### src/rtl/morse_key_pulse_transmitter_macros.svh
// assertion macros for the morse key pulse transmitter
// expects clk and arst_n in the scope of each use
`ifndef MORSE_KEY_PULSE_TRANSMITTER_MACROS_SVH
`define MORSE_KEY_PULSE_TRANSMITTER_MACROS_SVH

// same-cycle implication
`define MKPT_ASSERT_NOW(label, ante, cons, msg) \
	label: assert property (@(posedge clk) disable iff (!arst_n) (ante) |-> (cons)) \
		else $error(msg);

// next-cycle implication
`define MKPT_ASSERT_NEXT(label, ante, cons, msg) \
	label: assert property (@(posedge clk) disable iff (!arst_n) (ante) |=> (cons)) \
		else $error(msg);

`endif

### src/rtl/mkpt_pkg.sv
// shared types and constants for the morse key pulse transmitter
// no dependencies
package mkpt_pkg;

	localparam int unsigned MAX_SYMBOLS_DEF = 16;

	localparam int unsigned MS_W       = 32;
	localparam int unsigned WIDTH_W    = 16;
	localparam int unsigned COUNT_W    = 5;
	localparam int unsigned REP_W      = 2;
	localparam int unsigned CFG_IDX_W  = 3;
	localparam int unsigned CFG_DATA_W = 16;

	localparam logic FUNC_TICK = 1'b0;
	localparam logic FUNC_SLOT = 1'b1;

	localparam logic [WIDTH_W-1:0] DOT_MAX_MS_RST    = 16'd250;
	localparam logic [WIDTH_W-1:0] IDLE_GAP_MS_RST   = 16'd1000;
	localparam logic [WIDTH_W-1:0] START_WIDTH_RST   = 16'd5000;
	localparam logic [WIDTH_W-1:0] DOT_WIDTH_RST     = 16'd15000;
	localparam logic [WIDTH_W-1:0] DASH_WIDTH_RST    = 16'd20000;
	localparam logic [WIDTH_W-1:0] END_WIDTH_RST     = 16'd10000;
	localparam logic [REP_W-1:0]   START_REPEATS_RST = 2'd2;

	typedef enum logic [CFG_IDX_W-1:0] {
		REG_DOT_MAX_MS    = 3'd0,
		REG_IDLE_GAP_MS   = 3'd1,
		REG_START_WIDTH   = 3'd2,
		REG_DOT_WIDTH     = 3'd3,
		REG_DASH_WIDTH    = 3'd4,
		REG_END_WIDTH     = 3'd5,
		REG_START_REPEATS = 3'd6
	} cfg_reg_t;

	typedef struct packed {
		logic [WIDTH_W-1:0] dot_max_ms;
		logic [WIDTH_W-1:0] idle_gap_ms;
		logic [WIDTH_W-1:0] start_width;
		logic [WIDTH_W-1:0] dot_width;
		logic [WIDTH_W-1:0] dash_width;
		logic [WIDTH_W-1:0] end_width;
		logic [REP_W-1:0]   start_repeats;
	} cfg_t;

	typedef struct packed {
		logic [WIDTH_W-1:0] pulse_width;
		logic               pulse_valid;
		logic               sending;
		logic [COUNT_W-1:0] queued_symbols;
	} res_t;

endpackage

### src/rtl/mkpt_if.sv
// valid/ready channel interfaces for input and result words
// depends on mkpt_pkg
interface mkpt_in_if import mkpt_pkg::*; ();
	logic valid;
	logic ready;
	logic func;
	logic key_down;

	modport source (output valid, output func, output key_down, input ready);
	modport sink (input valid, input func, input key_down, output ready);
endinterface

interface mkpt_out_if import mkpt_pkg::*; ();
	logic               valid;
	logic               ready;
	logic [WIDTH_W-1:0] pulse_width;
	logic               pulse_valid;
	logic               sending;
	logic [COUNT_W-1:0] queued_symbols;

	modport source (output valid, output pulse_width, output pulse_valid,
		output sending, output queued_symbols, input ready);
	modport sink (input valid, input pulse_width, input pulse_valid,
		input sending, input queued_symbols, output ready);
endinterface

### src/rtl/mkpt_cfg.sv
// configuration register file, write only
// depends on mkpt_pkg
module mkpt_cfg import mkpt_pkg::*; (
	input  logic                  clk,
	input  logic                  arst_n,
	input  logic                  cfg_we,
	input  logic [CFG_IDX_W-1:0]  cfg_index,
	input  logic [CFG_DATA_W-1:0] cfg_wdata,
	output cfg_t                  cfg
);

	cfg_t cfg_q;

	always_ff @(posedge clk or negedge arst_n) begin
		if (!arst_n) begin
			cfg_q.dot_max_ms    <= DOT_MAX_MS_RST;
			cfg_q.idle_gap_ms   <= IDLE_GAP_MS_RST;
			cfg_q.start_width   <= START_WIDTH_RST;
			cfg_q.dot_width     <= DOT_WIDTH_RST;
			cfg_q.dash_width    <= DASH_WIDTH_RST;
			cfg_q.end_width     <= END_WIDTH_RST;
			cfg_q.start_repeats <= START_REPEATS_RST;
		end else if (cfg_we) begin
			case (cfg_reg_t'(cfg_index))
				REG_DOT_MAX_MS:    cfg_q.dot_max_ms    <= cfg_wdata;
				REG_IDLE_GAP_MS:   cfg_q.idle_gap_ms   <= cfg_wdata;
				REG_START_WIDTH:   cfg_q.start_width   <= cfg_wdata;
				REG_DOT_WIDTH:     cfg_q.dot_width     <= cfg_wdata;
				REG_DASH_WIDTH:    cfg_q.dash_width    <= cfg_wdata;
				REG_END_WIDTH:     cfg_q.end_width     <= cfg_wdata;
				REG_START_REPEATS: cfg_q.start_repeats <= cfg_wdata[REP_W-1:0];
				default: ;
			endcase
		end
	end

	assign cfg = cfg_q;

endmodule

### src/rtl/mkpt_core.sv
// key timing, symbol queue and pulse sequencing state with next-state logic
// depends on mkpt_pkg
module mkpt_core import mkpt_pkg::*; #(
	parameter int unsigned MAX_SYMBOLS = MAX_SYMBOLS_DEF
) (
	input  logic clk,
	input  logic arst_n,
	input  logic en,
	input  logic func,
	input  logic key_down,
	input  cfg_t cfg,
	output res_t res
);

	localparam int unsigned SYM_W = MAX_SYMBOLS;

	logic [MS_W-1:0]    ms_q, press_q, rel_q;
	logic               held_q, tx_q;
	logic [SYM_W-1:0]   bits_q;
	logic [COUNT_W-1:0] cnt_q, pos_q;
	logic [REP_W-1:0]   starts_q;

	logic [MS_W-1:0]    ms_n, press_n, rel_n;
	logic               held_n, tx_n;
	logic [SYM_W-1:0]   bits_n;
	logic [COUNT_W-1:0] cnt_n, pos_n;
	logic [REP_W-1:0]   starts_n;

	logic [MS_W-1:0]    held_for, idle_for;
	logic [COUNT_W-1:0] diff;
	logic [SYM_W-1:0]   sym;
	logic [WIDTH_W-1:0] width;
	logic               pv;

	always_comb begin
		ms_n     = ms_q;
		press_n  = press_q;
		rel_n    = rel_q;
		held_n   = held_q;
		tx_n     = tx_q;
		bits_n   = bits_q;
		cnt_n    = cnt_q;
		pos_n    = pos_q;
		starts_n = starts_q;
		held_for = '0;
		idle_for = '0;
		diff     = '0;
		sym      = '0;
		width    = '0;
		pv       = 1'b0;
		if (func == FUNC_TICK) begin
			ms_n = ms_q + 1'b1;
			if (key_down && !held_q) begin
				held_n  = 1'b1;
				press_n = ms_n;
			end
			if (!key_down && held_q) begin
				held_n   = 1'b0;
				rel_n    = ms_n;
				held_for = ms_n - press_q;
				if (cnt_q < COUNT_W'(MAX_SYMBOLS)) begin
					bits_n = (bits_q << 1)
						| SYM_W'(held_for > MS_W'(cfg.dot_max_ms));
					cnt_n  = cnt_q + 1'b1;
				end
			end
			idle_for = ms_n - rel_n;
			if ((cnt_n != '0) && !tx_q && (idle_for >= MS_W'(cfg.idle_gap_ms))) begin
				tx_n  = 1'b1;
				pos_n = '0;
			end
		end else if (tx_q) begin
			pv   = 1'b1;
			diff = cnt_q - pos_q - 1'b1;
			sym  = bits_q >> diff;
			if ((pos_q == '0) && (starts_q < cfg.start_repeats)) begin
				width    = cfg.start_width;
				starts_n = starts_q + 1'b1;
			end else if (pos_q < cnt_q) begin
				width = sym[0] ? cfg.dash_width : cfg.dot_width;
				pos_n = pos_q + 1'b1;
			end else if (pos_q == cnt_q) begin
				width = cfg.end_width;
				pos_n = pos_q + 1'b1;
			end else begin
				tx_n     = 1'b0;
				bits_n   = '0;
				cnt_n    = '0;
				starts_n = '0;
			end
		end
	end

	always_ff @(posedge clk or negedge arst_n) begin
		if (!arst_n) begin
			ms_q     <= '0;
			press_q  <= '0;
			rel_q    <= '0;
			held_q   <= 1'b0;
			tx_q     <= 1'b0;
			bits_q   <= '0;
			cnt_q    <= '0;
			pos_q    <= '0;
			starts_q <= '0;
		end else if (en) begin
			ms_q     <= ms_n;
			press_q  <= press_n;
			rel_q    <= rel_n;
			held_q   <= held_n;
			tx_q     <= tx_n;
			bits_q   <= bits_n;
			cnt_q    <= cnt_n;
			pos_q    <= pos_n;
			starts_q <= starts_n;
		end
	end

	always_comb begin
		res.pulse_width    = width;
		res.pulse_valid    = pv;
		res.sending        = tx_n;
		res.queued_symbols = cnt_n;
	end

endmodule

### src/rtl/morse_key_pulse_transmitter.sv
// morse key pulse transmitter top level
// input word: func selects a millisecond tick carrying key_down (0) or a
// pulse slot request (1); every input word yields exactly one result word
// carrying pulse_width, pulse_valid, sending and queued_symbols
// configuration: cfg_we/cfg_index/cfg_wdata write the timing, width and repeat
// registers; the user must write only while no word is in flight, not enforced
// an accepted word is registered in the input stage and processed there by the
// core; its result is registered in the output register when the stage advances
// throughput is one word per cycle while out_ch is not stalled; the state update
// in the core (32-bit ms increment and subtract-compare) sets the clock rate
// when the receiver stalls, the result stays in the output register, the
// input stage holds one more word and in_ch.ready drops until out_ch drains
// reset clears the pipeline, the key timer, the symbol queue and the sender,
// and loads the configuration registers with their default values
// depends on mkpt_pkg, mkpt_if, mkpt_cfg, mkpt_core and the macro header
`include "morse_key_pulse_transmitter_macros.svh"

module morse_key_pulse_transmitter import mkpt_pkg::*; #(
	parameter int unsigned MAX_SYMBOLS = MAX_SYMBOLS_DEF
) (
	input  logic                  clk,
	input  logic                  arst_n,
	mkpt_in_if.sink               in_ch,
	mkpt_out_if.source            out_ch,
	input  logic                  cfg_we,
	input  logic [CFG_IDX_W-1:0]  cfg_index,
	input  logic [CFG_DATA_W-1:0] cfg_wdata
);

	cfg_t cfg;
	res_t res;
	res_t res_q;
	logic valid_s1, func_s1, key_s1;
	logic out_valid_q;
	logic adv;

	mkpt_cfg u_cfg (
		.clk       (clk),
		.arst_n    (arst_n),
		.cfg_we    (cfg_we),
		.cfg_index (cfg_index),
		.cfg_wdata (cfg_wdata),
		.cfg       (cfg)
	);

	mkpt_core #(
		.MAX_SYMBOLS (MAX_SYMBOLS)
	) u_core (
		.clk      (clk),
		.arst_n   (arst_n),
		.en       (adv),
		.func     (func_s1),
		.key_down (key_s1),
		.cfg      (cfg),
		.res      (res)
	);

	assign adv         = valid_s1 && (!out_valid_q || out_ch.ready);
	assign in_ch.ready = !valid_s1 || adv;

	// input stage
	always_ff @(posedge clk or negedge arst_n) begin
		if (!arst_n) begin
			valid_s1 <= 1'b0;
		end else if (in_ch.ready) begin
			valid_s1 <= in_ch.valid;
		end
	end

	always_ff @(posedge clk) begin
		if (in_ch.ready && in_ch.valid) begin
			func_s1 <= in_ch.func;
			key_s1  <= in_ch.key_down;
		end
	end

	// result register
	always_ff @(posedge clk or negedge arst_n) begin
		if (!arst_n) begin
			out_valid_q <= 1'b0;
		end else if (adv) begin
			out_valid_q <= 1'b1;
		end else if (out_ch.ready) begin
			out_valid_q <= 1'b0;
		end
	end

	always_ff @(posedge clk) begin
		if (adv) begin
			res_q <= res;
		end
	end

	assign out_ch.valid          = out_valid_q;
	assign out_ch.pulse_width    = res_q.pulse_width;
	assign out_ch.pulse_valid    = res_q.pulse_valid;
	assign out_ch.sending        = res_q.sending;
	assign out_ch.queued_symbols = res_q.queued_symbols;

	`MKPT_ASSERT_NOW(a_queue_bound, out_valid_q, res_q.queued_symbols <= COUNT_W'(MAX_SYMBOLS), "queue count over limit")
	`MKPT_ASSERT_NOW(a_width_unserved, out_valid_q && !res_q.pulse_valid, res_q.pulse_width == '0, "width on unserved word")
	`MKPT_ASSERT_NOW(a_end_width_zero, out_valid_q && res_q.pulse_valid && !res_q.sending, res_q.pulse_width == '0, "ending slot with nonzero width")
	`MKPT_ASSERT_NEXT(a_stage_held, valid_s1 && !adv, valid_s1, "input stage lost a word")

endmodule
### src/flat_wrapper.sv
// flat-port wrapper written by rule: the top's interface ports become plain ports
module morse_key_pulse_transmitter_flat import mkpt_pkg::*;
#(
	parameter int unsigned MAX_SYMBOLS = MAX_SYMBOLS_DEF
)
  (clk, arst_n, cfg_we, cfg_index, cfg_wdata, in_ch_valid, in_ch_func, in_ch_key_down, in_ch_ready, out_ch_valid, out_ch_pulse_width, out_ch_pulse_valid, out_ch_sending, out_ch_queued_symbols, out_ch_ready);
  mkpt_in_if in_ch_i ();
  mkpt_out_if out_ch_i ();
  input  logic clk;
  input  logic arst_n;
  input  logic cfg_we;
  input  logic [CFG_IDX_W-1:0] cfg_index;
  input  logic [CFG_DATA_W-1:0] cfg_wdata;
  input wire logic [$bits(in_ch_i.valid)-1:0] in_ch_valid;
  input wire logic [$bits(in_ch_i.func)-1:0] in_ch_func;
  input wire logic [$bits(in_ch_i.key_down)-1:0] in_ch_key_down;
  output wire logic [$bits(in_ch_i.ready)-1:0] in_ch_ready;
  output wire logic [$bits(out_ch_i.valid)-1:0] out_ch_valid;
  output wire logic [$bits(out_ch_i.pulse_width)-1:0] out_ch_pulse_width;
  output wire logic [$bits(out_ch_i.pulse_valid)-1:0] out_ch_pulse_valid;
  output wire logic [$bits(out_ch_i.sending)-1:0] out_ch_sending;
  output wire logic [$bits(out_ch_i.queued_symbols)-1:0] out_ch_queued_symbols;
  input wire logic [$bits(out_ch_i.ready)-1:0] out_ch_ready;
  assign in_ch_i.valid = in_ch_valid;
  assign in_ch_i.func = in_ch_func;
  assign in_ch_i.key_down = in_ch_key_down;
  assign in_ch_ready = in_ch_i.ready;
  assign out_ch_valid = out_ch_i.valid;
  assign out_ch_pulse_width = out_ch_i.pulse_width;
  assign out_ch_pulse_valid = out_ch_i.pulse_valid;
  assign out_ch_sending = out_ch_i.sending;
  assign out_ch_queued_symbols = out_ch_i.queued_symbols;
  assign out_ch_i.ready = out_ch_ready;
  morse_key_pulse_transmitter #(.MAX_SYMBOLS(MAX_SYMBOLS)) u_core (.clk(clk), .arst_n(arst_n), .in_ch(in_ch_i), .out_ch(out_ch_i), .cfg_we(cfg_we), .cfg_index(cfg_index), .cfg_wdata(cfg_wdata));
endmodule
### config.mk
export PLATFORM = sky130hd
export DESIGN_NAME = morse_key_pulse_transmitter_flat
export DESIGN_NICKNAME = d
export VERILOG_FILES = /design/src/rtl/mkpt_pkg.sv /design/src/rtl/mkpt_if.sv /design/src/rtl/mkpt_cfg.sv /design/src/rtl/mkpt_core.sv /design/src/rtl/morse_key_pulse_transmitter.sv /design/src/flat_wrapper.sv
export VERILOG_INCLUDE_DIRS = /design/src /design/src/rtl
export SDC_FILE = /design/constraint.sdc
export NUM_CORES = 1
export LEC_CHECK = 0
export BUFFER_PORTS_ARGS = -buffer_cell sky130_fd_sc_hd__buf_2
export CAP_MARGIN = 10
export CORE_MARGIN = 2
export CORE_UTILIZATION = 50
export DETAILED_ROUTE_END_ITERATION = 12
export PLACE_DENSITY_LB_ADDON = 0.12
export SYNTH_ARGS = -nofsm -noshare
export SYNTH_HDL_FRONTEND = slang
export SYNTH_HIERARCHICAL = 1
export SYNTH_SLANG_ARGS = --single-unit
### constraint.sdc
create_clock -name clk -period 7.3 [get_ports clk]
set_input_delay 0.73 -clock clk [delete_from_list [all_inputs] [get_ports clk]]
set_output_delay 0.73 -clock clk [all_outputs]
set_load 0.03 [all_outputs]
==> results.json <==
{
  "worst-slew-pin-transition_ns": 1.14,
  "drt-vias-per-instance": 5.89,
  "r2r_setup_slack_ns": 1.13,
  "endpoint_kind": "flop",
  "ios": 51,
  "maximum_fanout_along_the_worst_path": 10,
  "synth.distinct_cells": 103,
  "routedWlPerCell_microns": 18.8,
  "post-cts-setup-buffer-count": 0,
  "timing.setup.critical_path_class": "flop to flop",
  "layout.filler_cells": 3030,
  "number_of_antenna_violations_at_the_first_check_in_global_routing": 0,
  "slew_viol_final": 0,
  "worst_ep_arrival_time_ns": 6.62,
  "postSynthRegisterBits": 251,
  "core-area_sq_um": 33500,
  "place.detailed.hpwl_microns": 31100,
  "r2r-end": "u_core/u_core/bits_q[0]",
  "power.switching_fraction": 0.424,
  "yosysWarningCount": 6,
  "groute.usage.overall": 0.240,
  "yosys-top-cells-area": "dfrtp_1 (28%), mux2_2 (6.7%), ha_1 (5.5%)",
  "synthesis.area_sq_um": 17000,
  "grt.overflow.total": 0,
  "final.period_utilization": 0.845,
  "fp.dieW_microns": 188,
  "power_frac_seq": 0.247,
  "start_util": 0.507,
  "drcViolationCount": 0,
  "buffer_ports.inserted": 50,
  "gp_congestion": 0.894,
  "rows": 67,
  "report.final.setup_viol": 0,
  "floorplan.die_area_sq_um": 35500,
  "die_height_microns": 188,
  "area_growth_pct": 9.43,
  "cts-resized-gates": 0,
  "dr.pass1.iters": 5,
  "hold_violations": 0,
  "share_of_final_layout_standard_cells_stronger_than_drive_strength_1": 0.174,
  "detailedRoute.firstIterationViolations": 948,
  "vias": 13324,
  "cts.hold.buffers_added": 0,
  "grt_first_pass_wirelength_microns": 69700,
  "combinationalPowerShare": 0.547,
  "synth.top_cell.area_share": 0.281,
  "irDropWorstVdd_v": 0.000294,
  "cellPowerDensity_nw_per_um2": 418,
  "numCtsBuffers": 30,
  "finalWorstPathRequiredPeriod_ns": 6.17,
  "fin_util": 0.555,
  "layout.nets": 1894,
  "power.net_switching_w": 0.00330,
  "min_path_type": "input port to async pin",
  "crit_start_category": "flop",
  "synth_area_per_cell_sq_um": 9.54,
  "timing.clock.skew_ns": 0.0122,
  "async_reset_ff_frac": 0.900,
  "grt_setup_unrepaired": "no",
  "clockPowerShare": 0.207,
  "timing.setup.tns_ns": 0,
  "status": "completed",
  "antenna_violating_nets_post_route": 0,
  "tritoncts_num_sinks": 251,
  "maximum_number_of_pins_on_one_net_before_global_route_repair": 95,
  "r2r_start": "u_core/u_core/ms_q[0]",
  "maxCapViolCount": 0,
  "ctsLongestPathBuffers": 3,
  "drt_wl_total_microns": 42500,
  "ys_seq_area_frac": 0.379,
  "cts.root.buffer_cell": "clkbuf_16",
  "antennaDiodeCount": 0,
  "worst_skew_pair.late_latency_ns": 0.57,
  "worst_ep_required_time_ns": 7.75,
  "cell_internal_pwr_w": 0.00448,
  "tritoncts": "yes",
  "leakage_nw": 7.95,
  "relSlewSlack": 0.237,
  "synth_top_cell_by_area": "dfrtp_1",
  "first_global_vias": 12971,
  "detailed_place.area_sq_um": 17500,
  "synth_fp_nets": 1888,
  "post_synth_inst_count": 1784,
  "totalPowerFinal_w": 0.00778,
  "max_freq_ghz": 0.162,
  "post_route_cell_area_sq_um": 18600,
  "clk_pin_slew_ns": 0.06,
  "synth_enable_flop_cells": 25,
  "ctsHtreeMaxLevel": 1,
  "ys.flop_type": "dfrtp_1",
  "critPathLaunch": "u_core/u_core/ms_q[0]",
  "ff2ff_path_depth": 23
}
[sequential cells by signal, indices dropped and copies added, names as in the netlist, 2 cells and up]
name,count
u_core/u_core/ms_q,32
u_core/u_core/rel_q,32
u_core/u_core/starts_q,2
u_core/u_core/cnt_q,5
u_core/u_core/pos_q,5
u_core/u_cfg/cfg,98
u_core/out_ch.queued_symbols,5
u_core/u_core/press_q,32
u_core/out_ch.pulse_width,16
u_core/u_core/bits_q,16
[metrics by stage]
step	std cells	setup slack (ns)	hold WS (ns)
CTS	2260	1.22	0.198
global route	2262	0.576	0.219
global placement	2204	1.45	0.458
floorplan	1784	1.01	0.434
detailed placement	2204	1.29	0.465
finish	2262	1.13	0.170
[critical path: stages (launching register included)]
cell	delay, ns
dfrtp_1	0.49
ha_1	0.35
xnor2_1	0.31
inv_1	0.12
ha_1	0.33
nor2b_1	0.14
o21ai_0	0.20
a21boi_0	0.14
o21ai_0	0.22
a21boi_0	0.26
o311a_1	0.44
nor3_1	0.57
o21ai_0	0.23
xnor2_1	0.23
ha_1	0.27
nand3_1	0.07
nor2_1	0.06
a211oi_1	0.29
o211ai_1	0.13
nor2b_1	0.22
nor4_1	0.30
nand4_1	0.19
o21a_1	0.22
a211o_1	0.26
[placed cells by master, fill, tap and decap left out, types with 39 or more instances in the layout]
master	count
mux2_2	101
ha_1	74
nor2_1	117
nand3_1	44
xnor2_1	88
inv_1	107
a21oi_1	79
buf_2	49
nand2_1	171
dfrtp_1	191
o21ai_0	161
xor2_1	39
[logic make-up after synthesis]
group                      count (synthesis)  share of synthesized area
and+or+nand+nor                          521                      0.159
AOI/OAI and AO/OA                        446                      0.169
DFF                                      251                      0.379
buffers and inverters                    198                     0.0512
xor gates and xnor gates                 142                     0.0853
muxes                                    131                     0.0874
adders and majority gates                 95                     0.0689
[synth_stat cells (22+ instances only)]
library cell	n
inv_1	107
ha_1	75
mux2i_1	26
o211ai_1	22
edfxtp_1	25
xnor2_1	88
nor3_1	26
nand2_1	173
o21ai_0	161
clkbuf_1	53
mux2_2	101
dfrtp_1	191
nor2_1	118
nand3_1	44
a21oi_1	79
nor2b_1	25
xor2_1	39
dfstp_2	35
nand4_1	26
[routing by layer]
metal | vias to the layer above | global-route usage | wire (microns)
met3 | 66 | 0.0281 | 2160
met2 | 342 | 0.371 | 18600
li1 | 6412 | - | -
met1 | 6504 | 0.353 | 20500
met5 | - | 0 | 0
met4 | 0 | 0.0700 | 1250
[cell type report]
cell class              instances  area, sq um  share of cell area
multi-input cells            1335         9730               0.522
flip-flops and latches        251         6450               0.346
well taps                     448          561              0.0301
inverters                     107          402              0.0216
clock buffers                  39          877              0.0471
repair buffers                 65          389              0.0209
clock inverters                17          216              0.0116
[worst max path at each step]
stage | cells after the start | slack (ns) | end
6_report | 23 | 1.13 | u_core/u_core/bits_q[0]
5_1_grt | 23 | 0.58 | u_core/u_core/pos_q[4]
4_1_cts | 24 | 1.22 | u_core/u_core/bits_q[0]
3_5_place_dp | 24 | 1.29 | u_core/u_core/bits_q[0]
3_3_place_gp | 22 | 1.45 | u_core/out_ch.sending
2_1_floorplan | 27 | 1.01 | u_core/out_ch.sending
[power groups by stage]
| stage | combinational, W | clock, W | sequential, W |
|---|---|---|---|
| 6_report | 0.00425 | 0.00161 | 0.00192 |
| 5_1_grt | 0.00472 | 0.00171 | 0.00196 |
| 4_1_cts | 0.00421 | 0.00165 | 0.00192 |
| 3_5_place_dp | 0.00419 | 0 | 0.00194 |
| 3_3_place_gp | 0.00410 | 0 | 0.00193 |
| 2_1_floorplan | 0.00316 | 0 | 0.00190 |
No activity file was read; power rests on OpenSTA's default activity.
